File: config.mk
export PLATFORM = sky130hd
export DESIGN_NAME = mbedc_mul
export DESIGN_NICKNAME = d
export VERILOG_FILES = /design/src/design/mbedc_pkg.sv /design/src/design/mbedc_mul.sv
export SDC_FILE = /design/constraint.sdc
export NUM_CORES = 2
export LEC_CHECK = 0
export ABC_AREA = 1
export BUFFER_PORTS_ARGS = -buffer_cell sky130_fd_sc_hd__buf_2
export CORE_ASPECT_RATIO = 0.75
export CORE_UTILIZATION = 45
export CTS_CLUSTER_DIAMETER = 80
export DETAILED_ROUTE_END_ITERATION = 10
export MAX_ROUTING_LAYER = met4
export SLEW_MARGIN = 20
export SYNTH_ARGS = -nofsm -noshare
export SYNTH_HDL_FRONTEND = slang
export SYNTH_SLANG_ARGS = --single-unit
File: constraint.sdc
create_clock -name clk -period 8 [get_ports clk]
set_input_delay 1.2 -clock clk [delete_from_list [all_inputs] [get_ports clk]]
set_output_delay 1.2 -clock clk [all_outputs]
set_load 0.02 [all_outputs]
File: src/design/mbedc_pkg.sv
// ----------------------------------------------------------------------------
// mbedc_pkg - shared types and constants of the escape-depth classifier
// Fixed-point format, counter widths, register indexes and the bundles that
// travel between the sequencer, the register block and the top level.
// ----------------------------------------------------------------------------
package mbedc_pkg;

	// fixed point: signed Q4.28 inputs
	localparam int FRAC_BITS = 28;
	localparam int DATA_W    = 32;
	// orbit values: one step past radius 2 plus c needs two more bits
	localparam int Z_W       = DATA_W + 2;

	// shared multiplier
	localparam int MUL_W  = 32;
	localparam int PROD_W = 2 * MUL_W;

	// step counting
	localparam int MAX_ITER  = 1000000;
	localparam int ITER_W    = $clog2(MAX_ITER + 1);
	localparam int DEPTH_W   = 20;
	localparam int CMP_W     = (ITER_W > DEPTH_W) ? ITER_W : DEPTH_W;

	// squared-distance limit of the cycle check, 1e-16 in Q.(2*FRAC_BITS)
	localparam logic [63:0] CYC_LIMIT =
		((64'd1 << (2 * FRAC_BITS)) - 64'd1) / 64'd10000000000000000;

	// configuration port
	localparam int CFG_W     = 20;
	localparam int CFG_IDX_W = 8;
	localparam logic [CFG_IDX_W-1:0] REG_MIN_DEPTH = CFG_IDX_W'(0);
	localparam logic [CFG_IDX_W-1:0] REG_DEPTH_HI  = CFG_IDX_W'(1);
	localparam logic [CFG_W-1:0] MIN_DEPTH_RST = CFG_W'(10000);
	localparam logic [CFG_W-1:0] DEPTH_HI_RST  = CFG_W'(100000);

	// stream widths
	localparam int IN_TDATA_W  = 4 * DATA_W;
	localparam int OUT_TDATA_W = ((DEPTH_W + 7) / 8) * 8;
	localparam int OUT_TUSER_W = 2;

	typedef struct packed {
		logic [CFG_W-1:0] min_depth;
		logic [CFG_W-1:0] depth_hi;
	} cfg_t;

	typedef struct packed {
		logic               escaped;
		logic [DEPTH_W-1:0] depth;
		logic               in_window;
	} res_t;

endpackage

File: src/design/mbedc_mul.sv
// ----------------------------------------------------------------------------
// mbedc_mul - shared unsigned multiplier
// One 32x32 product per cycle, registered on the output.
// ----------------------------------------------------------------------------
module mbedc_mul import mbedc_pkg::*; (
	input  logic              clk,
	input  logic [MUL_W-1:0]  op_a,
	input  logic [MUL_W-1:0]  op_b,
	output logic [PROD_W-1:0] prod_s1
);

	logic [PROD_W-1:0] prod;

	// full product of the magnitudes
	assign prod = PROD_W'(op_a) * PROD_W'(op_b);

	always_ff @(posedge clk) begin
		prod_s1 <= prod;
	end

endmodule

==> summary.txt <==
Area contributors post-synth: fa_1 48%, inv_1 17%, nand2_1 16%, ha_1 8.8%, dfxtp_1 3.4%
final number of hold-violating endpoints: 0
Die Wd: 335 µm
DRT Pass-1 Iters: 7
routed vias: 29000
Setup crit end kind: flip-flop
CTS sink cnt: 64
CTS resizes: 0
Cell Area, Placed: 39900 µm²
antenna viol nets, final: 0
CTS Hold Bufs: 0
max reg flops: 64
WL final: 100000 µm
WL/cell: 16.1 µm
Largest regs: prod_s1: 64 flops
register bit total from synthesis: 64
Post-Layout Inst Area: 40200 µm²
CTS Buf Count: 9
top_reg_cell synth: dfxtp_1
Largest Register: prod_s1
final critical-path share of the clock period: 93.5%
Tightest Pin Transition: 0.699 ns
RSZ-0062 raised after global routing: no
Yosys cell types: 23
Async SR Flop Fraction: 0%
largest net degree at the start of global routing: 27
PortBufs: 128
DR iter-0 viols: 2008
top cell type's share of synthesized area: 48.0%
CTS H-tree lvls: 3
CP Class: in2reg
vias in the first global route: 30200
Vert. Die Dim: 252 µm
Via-to-Cell Ratio: 4.66
post-synthesis cell area: 37400 µm²
residual DRC count: 0
Synth warnings: 0
gpl congestion: 0.930
Startpoint Class: primary input
Post-Syn Instances: 5021
IO Pins: 129
CP required: 8.21 ns
Rows: 91
count leader, synth: inv_1
die area: 84300 µm²
Initial Util: 45.5%
largest area contributor in the netlist: fa_1
status: finished clean
CTS root buf: clkbuf_16
final setup TNS: 0 ns
most frequent cells after synthesis: 1725 x inv_1, 1565 x nand2_1, 896 x fa_1
Worst Path Arrival: 7.69 ns
class of the worst hold path: in2reg
clock tree from TritonCTS: done
share of layout cells above drive strength 1: 6.56%
total setup buffers inserted after CTS: 0
clk slew on worst S/H paths: 0.06 ns
worst-path fanout max: 15
initial antenna violation count: 4
Remaining Overflow, GRT: 0
final setup violation count: 0
EDFF count, synth: 0
crit path time final: 7.48 ns
GR Util All Layers: 25.9%
syn_nets: 6245
max-slew violations: 0
fmax: 134 MHz
sequential cell area fraction in the yosys report: 3.43%
maximum clock insertion buffer count: 2
core area: 82200 µm²
global-route wire length before repair: 166000 µm
relative slew slack: 53.4%
DPL Wire Length: 89800 µm
max cap viols: 0
area delta synth->final: 7.52%
syn avg cell area: 7.45 µm²
NumNets Final: 6324
-- layout make-up --
cell class | instances | area (µm²)
Timing Repair Buffer | 260 | 1790
Fill cell | 8398 | 42000
Multi-Input combinational cell | 3030 | 28900
Clock inverter | 6 | 90.1
Tap cell | 1116 | 1400
Sequential cell | 64 | 1280
Clock buffer | 10 | 239
Antenna cell | 5 | 12.5
Inverter | 1735 | 6510
-- worst max-delay path, cell delays in order --
cell and delay (ns):
buf_2 0.38, buf_4 0.23, nand2_1 0.06, inv_1 0.07, fa_1 0.39, inv_1 0.08
fa_1 0.43, fa_1 0.51, fa_1 0.55, inv_1 0.05, fa_1 0.49, inv_1 0.05
fa_1 0.58, inv_1 0.07, fa_1 0.51, fa_1 0.42, ha_1 0.41, nand2_1 0.14
nor2_2 0.21, nand2_1 0.13, inv_1 0.10, nand4_1 0.10, nand3_2 0.19, nand3_1 0.12
nand3_1 0.09, nand2_1 0.10
-- placed cells by master (no fill, tap or decap) --
cell type / count
buf_2: 128
ha_1: 263
clkbuf_8: 1
bufinv_16: 2
o21ai_0: 2
nor3_2: 4
clkbuf_16: 9
diode_2: 5
xnor2_1: 2
inv_6: 1
o21bai_2: 2
xor2_1: 33
nor2_1: 79
buf_4: 119
nor2_4: 6
inv_1: 1725
inv_2: 10
clkinv_4: 1
o21bai_1: 10
fa_1: 896
nor2_2: 15
a21oi_1: 44
nand2_1: 1565
nand2_2: 13
dfxtp_1: 64
nand3_2: 7
nor3_1: 12
clkinv_2: 1
buf_12: 13
nand3_1: 59
nand4_1: 16
clkinvlp_4: 1
nor3_4: 2
-- logic make-up after synthesis --
| family | synth area share (%) |
|---|---|
| flip-flops | 3.43 |
| AO/OA/AOI/OAI | 0.877 |
| AND/OR/NAND/NOR | 18.8 |
| buffers and inverters | 19.3 |
| XOR/XNOR | 0.820 |
| adder cells (fa/ha/maj) | 56.8 |
-- metal layers --
metal  routed length, µm  track usage (%)
met4                1180             3.21
met2               46200             40.4
met1               46600             37.2
met3                6380             3.10
met5                   0                -
-- metrics by stage --
step | utilization (%) | std cells | worst slack (ns) | hold WS, ns
after floorplan | - | 5021 | 0.985 | 1.30
after global placement | 48.5 | 6205 | 0.133 | 1.62
after detailed placement | 48.5 | 6205 | 0.149 | 1.62
after CTS | 48.9 | 6221 | 0.500 | 1.55
after global routing | 48.9 | 6223 | 0.153 | 1.58
final | 48.9 | 6226 | 0.521 | 1.54
-- final timing paths --
check | from | to | slack, ns | depth (start not counted)
setup / recovery | op_b[2] | prod_s1[39] | 0.52 | 26
hold / removal | op_b[0] | prod_s1[0] | 1.54 | 4
Power is not shown: default switching activity piles up to over one toggle a cycle in this logic, so the estimate is an artifact.
