`src/design/mbedc_pkg.sv`:
```
// ----------------------------------------------------------------------------
// mbedc_pkg - shared types and constants of the escape-depth classifier
// Fixed-point format, counter widths, register indexes and the bundles that
// travel between the sequencer, the register block and the top level.
// ----------------------------------------------------------------------------
package mbedc_pkg;

	// fixed point: signed Q4.28 inputs
	localparam int FRAC_BITS = 28;
	localparam int DATA_W    = 32;
	// orbit values: one step past radius 2 plus c needs two more bits
	localparam int Z_W       = DATA_W + 2;

	// shared multiplier
	localparam int MUL_W  = 32;
	localparam int PROD_W = 2 * MUL_W;

	// step counting
	localparam int MAX_ITER  = 1000000;
	localparam int ITER_W    = $clog2(MAX_ITER + 1);
	localparam int DEPTH_W   = 20;
	localparam int CMP_W     = (ITER_W > DEPTH_W) ? ITER_W : DEPTH_W;

	// squared-distance limit of the cycle check, 1e-16 in Q.(2*FRAC_BITS)
	localparam logic [63:0] CYC_LIMIT =
		((64'd1 << (2 * FRAC_BITS)) - 64'd1) / 64'd10000000000000000;

	// configuration port
	localparam int CFG_W     = 20;
	localparam int CFG_IDX_W = 8;
	localparam logic [CFG_IDX_W-1:0] REG_MIN_DEPTH = CFG_IDX_W'(0);
	localparam logic [CFG_IDX_W-1:0] REG_DEPTH_HI  = CFG_IDX_W'(1);
	localparam logic [CFG_W-1:0] MIN_DEPTH_RST = CFG_W'(10000);
	localparam logic [CFG_W-1:0] DEPTH_HI_RST  = CFG_W'(100000);

	// stream widths
	localparam int IN_TDATA_W  = 4 * DATA_W;
	localparam int OUT_TDATA_W = ((DEPTH_W + 7) / 8) * 8;
	localparam int OUT_TUSER_W = 2;

	typedef struct packed {
		logic [CFG_W-1:0] min_depth;
		logic [CFG_W-1:0] depth_hi;
	} cfg_t;

	typedef struct packed {
		logic               escaped;
		logic [DEPTH_W-1:0] depth;
		logic               in_window;
	} res_t;

endpackage

```
`src/design/mbedc_cfg_regs.sv`:
```
// ----------------------------------------------------------------------------
// mbedc_cfg_regs - depth window registers
// Decodes writes on the configuration channel; unknown indexes are dropped.
// ----------------------------------------------------------------------------
module mbedc_cfg_regs import mbedc_pkg::*; (
	input  logic                 clk,
	input  logic                 arst_n,
	input  logic                 cfg_valid,
	output logic                 cfg_ready,
	input  logic [CFG_IDX_W-1:0] cfg_index,
	input  logic [CFG_W-1:0]     cfg_data,
	output cfg_t                 cfg
);

	cfg_t cfg_q;

	// always able to take a write
	assign cfg_ready = 1'b1;
	assign cfg       = cfg_q;

	always_ff @(posedge clk or negedge arst_n) begin
		if (!arst_n) begin
			cfg_q.min_depth <= MIN_DEPTH_RST;
			cfg_q.depth_hi  <= DEPTH_HI_RST;
		end else if (cfg_valid) begin
			unique case (cfg_index)
				REG_MIN_DEPTH: cfg_q.min_depth <= cfg_data;
				REG_DEPTH_HI:  cfg_q.depth_hi  <= cfg_data;
				default: ;
			endcase
		end
	end

endmodule

```
`config.mk`:
```
export PLATFORM = sky130hd
export DESIGN_NAME = mbedc_cfg_regs
export DESIGN_NICKNAME = d
export VERILOG_FILES = /design/src/design/mbedc_pkg.sv /design/src/design/mbedc_cfg_regs.sv
export SDC_FILE = /design/constraint.sdc
export NUM_CORES = 1
export LEC_CHECK = 0
export ABC_CLOCK_PERIOD_IN_PS = 910
export BUFFER_PORTS_ARGS = -buffer_cell sky130_fd_sc_hd__buf_2
export CAP_MARGIN = 20
export CORE_ASPECT_RATIO = 1.4
export CORE_MARGIN = 8
export CORE_UTILIZATION = 45
export DETAILED_ROUTE_END_ITERATION = 8
export MAX_ROUTING_LAYER = met4
export PLACE_DENSITY = 0.79
export SLEW_MARGIN = 20
export SYNTH_ARGS = -nofsm -noshare
export SYNTH_HDL_FRONTEND = slang
export SYNTH_SLANG_ARGS = --single-unit
```
`constraint.sdc`:
```
create_clock -name clk -period 0.91 [get_ports clk]
set_input_delay 0 -clock clk [delete_from_list [all_inputs] [get_ports clk]]
set_output_delay 0 -clock clk [all_outputs]
set_load 0.005 [all_outputs]
```
==> qor.yml, run 1 <==
critPathMaxFanout: 4
grt_max_degree: 41
endpoint_kind: "flip-flop"
finalMaxSlewViolations: 0
vias_per_cell: 4.930
skew_ps: 0
portBuffers: 70
regArea_mm2: 0.001015
final_common_cell: "buf_2"
syn-cell-area_mm2: 0.001622
r2r_start: "cfg[24]$_DFFE_PN1P_"
antenna_left: 0
postSynthCellCount: 91
grt_use_total_pct: 16.25
placementRows: 26
yosysTopAreaCellShare_pct: 44.75
hpwlAfterDp_um: 2914
cts_buffers: 5
diodes: 0
area_delta_synth_final_pct: 58.33
maxCapViolations: 0
antenna_found_initial: 0
power.leakage_uw: 0.001411
crit_type: "input port to flip-flop"
cts_tree: "built"
fin_tns_setup_ps: -16520
avgSynthCellArea_um2: 17.82
synth.yosys.seq_area_share_pct: 62.58
ctsLongestPathBuffers: 2
vias: 1193
coreArea_mm2: 0.003546
worstReg2RegEnd: "cfg[24]$_DFFE_PN1P_"
drt_first_pass_iters: 4
die_h_um: 87.03
clockRootBuffer: "clkbuf_8"
top_level_ports: 72
violations: "setup timing"
fillCellCount: 230
drc: 0
r2r_slack_ps: 90
drt_wl_total_um: 4401
startpoint_type: "input port"
multi_input_area_um2: 664.4
final_cell_mix: "62 x buf_2, 33 x mux2_4, 29 x dfrtp_1"
place_congestion: 0.7337
synthTopCellsByArea: "dfrtp_1 45%, mux2_4 19%, dfstp_2 18%, mux2_2 14%, buf_6 1.4%"
path_common_cell: "buf_6"
crit_arrival_ps: 1520
largest_reg_flops: 40
max_stage_delay_ps: 530
critPathRequiredTime_ps: 1080
cp_cell_sequence: "buf_6, or4_4, buf_6, nor3_4, buf_4, mux2_2"
setup_viol: 50
dieArea_mm2: 0.005808
fin_util_pct: 72.41
min_period_over_period_pct: 148.6
fin_crit_ps: 1352
vdd_drop_max_mv: 1.498
drtIter0Drc: 20
path_clk_slew_ps: 70
drive_gt1_share_pct: 73.50
synth_nets: 122
cts_max_level: 2
overflow: 0
fin_ws_ps: -441.9
rr_worst_depth: 2
hp-class: "input port to asynchronous set/reset pin"
wire_per_inst_um: 18.19
synth_cell_types: 13
synth_seq_cells: 40
crit_slowest_cell: "or4_4"
outcome: "complete, but fails checks"
cts_sinks: 40
rsz0062_at_grt: "yes"
hold_viol_final: 0
die_w_um: 66.74
grt_pass1_wl_um: 6948
grt_pass1_vias: 1376
nets: 230
clock.fmax_ghz: 0.7397
p_per_area_mw_per_mm2: 1479
start_util_pct: 45.73
yosys.area.top_type: "dfrtp_1"
ys_warn_count: 0
clock_latency_ps: 280
## kinds of logic after synthesis
logic type             count (synthesis)  share of synthesized area, %
and+or+nand+nor                        4                         2.083
DFF                                   40                         62.58
muxes                                 40                         32.41
other                                  1                        0.2313
buffers and inverters                  6                         2.700
## critical path, delay by kind of cell
kind | cells | cell delay (ps)
buf+inv | 3 | 420
simple gates | 2 | 760
mux | 1 | 330
## cell usage after synthesis
cell type / instances
mux2_4: 20
or3_4: 1
nor3_1: 1
dfrtp_1: 29
mux2_2: 20
or4b_1: 1
buf_6: 2
buf_4: 1
dfstp_2: 11
or4_1: 1
buf_2: 2
inv_1: 1
conb_1: 1
## layout make-up
type                       count  area share [%]
clock inverter                 2           1.365
tap                           42           2.047
clock buffer                   6           2.827
inverter                       1          0.1462
sequential                    40           39.52
multi-input combinational     48           25.88
timing repair buffer         103           28.22
## layer usage
| metal | track usage, % | wire length, um | vias to the layer above |
|---|---|---|---|
| met3 | 4.510 | 267 | 7 |
| met5 | - | 0 | - |
| li1 | - | - | 536 |
| met2 | 27.14 | 2376 | 43 |
| met1 | 18.45 | 1694 | 607 |
| met4 | 4.288 | 63 | 0 |
## how the worst max path moves through the flow
stage / from / to / slack, ps / cells after the start
6_report: cfg_index[7] / cfg[37]$_DFFE_PN0P_ / -440 / 6
5_1_grt: cfg_index[7] / cfg[38]$_DFFE_PN0P_ / -470 / 6
4_1_cts: cfg_index[7] / cfg[37]$_DFFE_PN0P_ / -480 / 6
3_5_place_dp: cfg_index[1] / cfg[36]$_DFFE_PN0P_ / -810 / 6
3_3_place_gp: cfg_index[6] / cfg[12]$_DFFE_PN0P_ / -750 / 4
2_1_floorplan: cfg_index[6] / cfg[0]$_DFFE_PN0P_ / -570 / 4
## power breakdown
group	total [uW]	internal [uW]	switching [uW]
registers	1930	1880	49.8
clock network	1390	813	574
logic	479	311	168
total	3800	3010	791
## repair_timing
item / 4_1_cts / 5_1_grt
endpoints found under the hold margin: 80 / 0
hold buffers: 21 / 0
setup endpoints to repair: 51 / 51
pin swaps: 3 / 1
gates resized for setup: 23 / 7
setup buffers: 3 / 2
cloned: 4 / 0
## per-stage QoR
stage / setup WS, ps / power (uW) / instance area, um^2 / hold WS (ps) / instances
floorplan: -573.2 / 2074 / 1634 / -295.6 / 91
global placement: -748.1 / 2285 / 2051 / -24.11 / 204
detailed placement: -809.5 / 2307 / 2051 / -16.37 / 204
CTS: -475.5 / 3808 / 2511 / 203.4 / 240
global route: -470.9 / 3946 / 2567 / 260.2 / 242
finish: -441.9 / 3796 / 2567 / 218.7 / 242
Power figures use the tool's default switching activity.
==> run 2, diff against run 1 <==
Settings changed: CTS_BUF_LIST from default to sky130_fd_sc_hd__clkbuf_16.
==> run 2 against run 1 <==
Effect of this change:
- the run still ends with setup timing left
- critical path depth shrank 1
- core utilization grew 1.3 points
- power increased by 14%
- global-route usage is 0.81 points higher
- sequential power about the same
- routed wire length rose by 4.2%
- maximum frequency shrank 1.7%
- register-to-register slack barely moved
- clock power is 37% higher
- highest routed layer unchanged
- final area up 1.8%
- worst hold slack gained 5.0 ps
==> qor.yml, run 2 (same netlist as run 1, synthesis figures left out) <==
violations: "setup timing"
grt_pass1_vias: 1400  # +1.7%
startpoint_type: "input port"
cp_cell_sequence: "buf_6, or4_4, buf_4, or3_4, mux2_4"
clockRootBuffer: "clkbuf_16"
top_level_ports: 72  # unchanged
crit_type: "input port to flip-flop"
p_per_area_mw_per_mm2: 1656  # +12%
holdWs_ps: 223.7  # +4.985 ps
outcome: "complete, but fails checks"
fin_util_pct: 73.68  # +1.3 points
drt_first_pass_iters: 4  # unchanged
nets: 229  # -0.43%
total_power_uw: 4326  # +14%
final_common_cell: "buf_2"
rr_worst_depth: 2  # unchanged
setup_viol: 43  # -14%
max_stage_delay_ps: 540  # about the same
antenna_found_initial: 0  # unchanged
vias: 1196  # +0.25%
critPathTopFamily: "simple AND/OR/NAND/NOR gates"
area_delta_synth_final_pct: 61.11
endpoint_kind: "flip-flop"
coreArea_mm2: 0.003546  # unchanged
r2r_slack_ps: 90  # about the same
cts_buffers: 5  # unchanged
ctsLongestPathBuffers: 2  # unchanged
hp-class: "input port to asynchronous set/reset pin"
hold_viol_final: 0  # unchanged
placementRows: 26  # unchanged
final_cell_mix: "62 x buf_2, 32 x mux2_4, 29 x dfrtp_1"
crit_slowest_cell: "or4_4"
fin_ws_ps: -465.5  # -23.62 ps
hpwlAfterDp_um: 2914  # unchanged
drive_gt1_share_pct: 73.37  # -0.13 points
rsz0062_at_grt: "yes"
placed_area_mm2: 0.002051  # unchanged
portBuffers: 70  # unchanged
diodes: 0  # unchanged
fin_crit_ps: 1376  # +23.62 ps
antenna_left: 0  # unchanged
finalMaxSlewViolations: 0  # unchanged
critPathRequiredTime_ps: 1070  # about the same
dieArea_mm2: 0.005808  # unchanged
skew_ps: 0  # unchanged
cts_sinks: 40  # unchanged
r2r_start: "cfg[9]$_DFFE_PN1P_"
cp_num_buf_inv: 2  # -1
wire_per_inst_um: 19.03  # +4.6%
cts_tree: "built"
critPathMaxFanout: 5  # +1
clock_latency_ps: 270  # about the same
start_util_pct: 45.73  # unchanged
worstReg2RegEnd: "cfg[9]$_DFFE_PN1P_"
largest_reg_flops: 40  # unchanged
drt_wl_total_um: 4586  # +4.2%
fillCellCount: 223  # -3.0%
die_w_um: 66.74  # unchanged
post-route-cell-area_mm2: 0.002613  # +1.8%
min_period_over_period_pct: 151.2  # +2.6 points
vdd_drop_max_mv: 1.369  # -8.7%
overflow: 0  # unchanged
maxCapViolations: 0  # unchanged
path_clk_slew_ps: 60  # about the same
drtIter0Drc: 26  # +30%
crit_arrival_ps: 1530  # about the same
power.leakage_uw: 0.001436  # +1.7%
drc: 0  # unchanged
grt_use_total_pct: 17.06  # +0.81 points
grt_max_degree: 41  # unchanged
clock.fmax_ghz: 0.7270  # -1.7%
vias_per_cell: 4.963  # +0.67%
place_congestion: 0.7337  # unchanged
die_h_um: 87.03  # unchanged
cts_max_level: 2  # unchanged
grt_pass1_wl_um: 7286  # +4.9%
==> run 2: layout make-up <==
class | instances | area [um^2] | share of cell area (%)
inverters | 1 | 3.754 | 0.1437
clock buffers | 5 | 125.1 | 4.789
well taps | 42 | 52.55 | 2.011
clock inverters | 3 | 38.79 | 1.485
flip-flops and latches | 40 | 1015 | 38.84
multi-input cells | 48 | 660.6 | 25.29
repair buffers | 102 | 716.9 | 27.44
==> run 2: what timing repair did <==
action                                 4_1_cts  5_1_grt
gates cloned                                 4        0
hold buffers                                21        0
pin swaps                                    3        1
endpoints found under the hold margin       79        0
setup buffers                                3        1
gates resized for setup                     22        7
setup endpoints to repair                   49       51
==> run 2: worst reg2reg max path, delay by kind of cell, from the launching register on <==
kind | cells | cell delay, ps
buf+inv | 1 | 100
flops | 1 | 540
mux | 1 | 130
==> run 2: worst max-delay path by stage <==
| stage | start | end | slack (ps) | depth (start not counted) |
|---|---|---|---|---|
| floorplan | cfg_index[6] | cfg[0]$_DFFE_PN0P_ | -570 | 4 |
| global placement | cfg_index[6] | cfg[12]$_DFFE_PN0P_ | -750 | 4 |
| detailed placement | cfg_index[1] | cfg[36]$_DFFE_PN0P_ | -810 | 6 |
| CTS | cfg_index[7] | cfg[37]$_DFFE_PN0P_ | -490 | 6 |
| global route | cfg_index[7] | cfg[38]$_DFFE_PN0P_ | -490 | 6 |
| finish | cfg_index[7] | cfg[19]$_DFFE_PN0P_ | -470 | 5 |
==> run 2: routing by layer <==
layer	GRT usage (%)	up-vias	share of wire, %
li1	-	535	-
met1	19.00	611	39
met2	29.14	46	55
met3	3.737	4	5.0
met4	5.458	0	1.2
met5	-	-	0
==> run 2: stage by stage <==
stage               setup WS (ps)  instances  TNS [ps]
floorplan                  -573.2         91    -20660
global placement           -748.1        204    -28980
detailed placement         -809.5        204    -30520
CTS                        -492.2        240    -17850
global route               -491.1        241    -18270
finish                     -465.5        241    -17400
==> run 2: power by group <==
| group | internal [uW] | leakage, uW | total (uW) | switching (uW) |
|---|---|---|---|---|
| clock network | 1280 | 0.0000850 | 1910 | 638 |
| registers | 1880 | 0.000514 | 1930 | 50.1 |
| logic | 308 | 0.000838 | 477 | 170 |
| total | 3470 | 0.00144 | 4330 | 858 |
==> run 3, diff against run 2 <==
Settings changed: ABC_CLOCK_PERIOD_IN_PS 910 to 1700, SETUP_SLACK_MARGIN from default to 0.1.
Clock period 0.91 ns to 1.7 ns, I/O delays scaled along.
==> run 3 against run 2 <==
Effect of this change:
- the flow now finishes without violations
- worst setup slack better by 670 ps
- worst hold slack better by 45 ps
- final cell count down 3.7%
- largest power group unchanged
==> qor.yml, run 3 (same netlist as run 1, synthesis figures left out) <==
relSlewSlack_pct: 44.10
post-route-cell-area_mm2: 0.002375  # -9.1%
cts_resized: 0  # -100%
vias: 1100  # -8.0%
cts_hold_buf: 21  # unchanged
drive_gt1_share_pct: 70.53  # -2.8 points
min_period_over_period_pct: 87.83
hp-class: "input port to flip-flop"
antenna_left: 0  # unchanged
grt_use_total_pct: 15.51  # -1.6 points
crit_slowest_cell: "or4b_1"
cp_cell_sequence: "buf_2, or4b_1, buf_4, nor3_2, buf_4, mux2_2"
power.leakage_uw: 0.001349  # -6.0%
place_congestion: 0.7587  # +3.4%
start_util_pct: 45.73  # unchanged
die_w_um: 66.74  # unchanged
drtIter0Drc: 27  # +3.8%
max_slew.worst_pin.slew_ps: 838.5
crit_type: "input port to flip-flop"
holdWs_ps: 268.6  # +44.85 ps
final_common_cell: "buf_2"
antenna_found_initial: 0  # unchanged
cts_max_level: 2  # unchanged
critPathTopFamily: "simple AND/OR/NAND/NOR gates"
rr_worst_depth: 1  # -1
total_power_uw: 2123  # -51%
placementRows: 26  # unchanged
dp_slack_ps: -111.7  # +697.8 ps
cts_buffers: 5  # unchanged
dieArea_mm2: 0.005808  # unchanged
crit_arrival_ps: 1650  # +120 ps
path_common_cell: "buf_4"
grt_pass1_vias: 1368  # -2.3%
startpoint_type: "input port"
cp_num_buf_inv: 3  # +1
drt_first_pass_iters: 4  # unchanged
vias_per_cell: 4.741  # -4.5%
coreArea_mm2: 0.003546  # unchanged
final_cell_mix: "70 x buf_2, 29 x dfrtp_1, 21 x dlygate4sd3_1"
critPathRequiredTime_ps: 1860  # +790 ps
drc: 0  # unchanged
overflow: 0  # unchanged
diodes: 0  # unchanged
max_stage_delay_ps: 530  # about the same
clock_latency_ps: 280  # about the same
worstHoldEndpoint: "cfg[25]$_DFFE_PN0P_"
skew_ps: 0  # unchanged
rsz0062_at_grt: "no"
fillCellCount: 259  # +16%
top_level_ports: 72  # unchanged
post_cts_buffers: 0  # -3
clock.fmax_ghz: 0.6698
critPathMaxFanout: 8  # +3
holdPathStages: 4
maxCapViolations: 0  # unchanged
finalMaxSlewViolations: 0  # unchanged
portBuffers: 70  # unchanged
cts_tree: "built"
hold_viol_final: 0  # unchanged
nets: 220  # -3.9%
cts_sinks: 40  # unchanged
setup_viol: 0  # -100%
vdd_drop_max_mv: 0.7126  # -48%
placed_area_mm2: 0.002027  # -1.2%
ctsLongestPathBuffers: 2  # unchanged
drt_wl_total_um: 3940  # -14%
die_h_um: 87.03  # unchanged
largest_reg_flops: 40  # unchanged
outcome: "finished clean"
grt_pass1_wl_um: 6624  # -9.1%
clockRootBuffer: "clkbuf_16"
worstReg2RegEnd: "cfg[38]$_DFFE_PN0P_"
endpoint_kind: "flip-flop"
hold_start: "cfg_index[0]"
grt_max_degree: 41  # unchanged
wire_per_inst_um: 16.98  # -11%
r2r_slack_ps: 920  # +830 ps
fin_ws_ps: 207.0  # +672.5 ps
area_delta_synth_final_pct: 46.45
path_clk_slew_ps: 60  # about the same
r2r_start: "cfg[38]$_DFFE_PN0P_"
fin_tns_setup_ps: 0  # +17400 ps
hpwlAfterDp_um: 2934  # +0.67%
p_per_area_mw_per_mm2: 893.9  # -46%
fin_crit_ps: 1493
run 3: changes by cell type in the layout (fill, tap and decap cells not counted), moves of 2 or more:
| cell | change |
|---|---|
| mux2_2 | +12 |
| mux2_4 | -12 |
| buf_6 | -11 |
| buf_2 | +8 |
| or3_4 | -3 |
| buf_4 | -2 |
run 3: layer usage:
layer | up-vias | GRT usage [%] | wire length [um]
met5 | - | - | 0
met4 | 0 | 5.848 | 43
met3 | 4 | 4.124 | 234
met2 | 46 | 26.88 | 2126
met1 | 538 | 16.11 | 1535
li1 | 512 | - | -
run 3: worst max path at each step:
stage | to | cells after the start | slack (ps) | start
2_1_floorplan | cfg[0]$_DFFE_PN0P_ | 4 | 210 | cfg_index[6]
3_3_place_gp | cfg[23]$_DFFE_PN0P_ | 6 | -60 | cfg_index[6]
3_5_place_dp | cfg[34]$_DFFE_PN0P_ | 6 | -110 | cfg_index[6]
4_1_cts | cfg[34]$_DFFE_PN0P_ | 6 | 180 | cfg_index[6]
5_1_grt | cfg[34]$_DFFE_PN0P_ | 6 | 130 | cfg_index[6]
6_report | cfg[38]$_DFFE_PN0P_ | 6 | 210 | cfg_index[6]
run 3: worst min-delay path, stage by stage:
cell	delay (ps)
buf_2	90
nor3_2	60
buf_4	150
mux2_2	210
run 3: per-stage QoR:
step / utilization (%) / instances
detailed placement: 57.16 / 203
floorplan: - / 91
CTS: 66.97 / 232
global route: 66.97 / 232
finish: 66.97 / 232
global placement: 57.16 / 203
run 3: layout make-up:
cell class / instances / area [um^2] / area share (%)
clock buffer: 5 / 125.1 / 5.269
clock inverter: 3 / 12.51 / 0.5269
inverter: 1 / 3.754 / 0.1581
multi-input combinational: 45 / 568.0 / 23.92
sequential: 40 / 1015 / 42.73
tap: 42 / 52.55 / 2.213
timing repair buffer: 96 / 598.1 / 25.18
run 3: where the power goes:
| part | internal [uW] | total [uW] | switching [uW] | leakage [uW] |
|---|---|---|---|---|
| combinational | 134 | 214 | 79.5 | 0.000760 |
| clock | 530 | 877 | 347 | 0.0000762 |
| sequential | 1010 | 1030 | 24.0 | 0.000514 |
| total | 1670 | 2120 | 451 | 0.00135 |
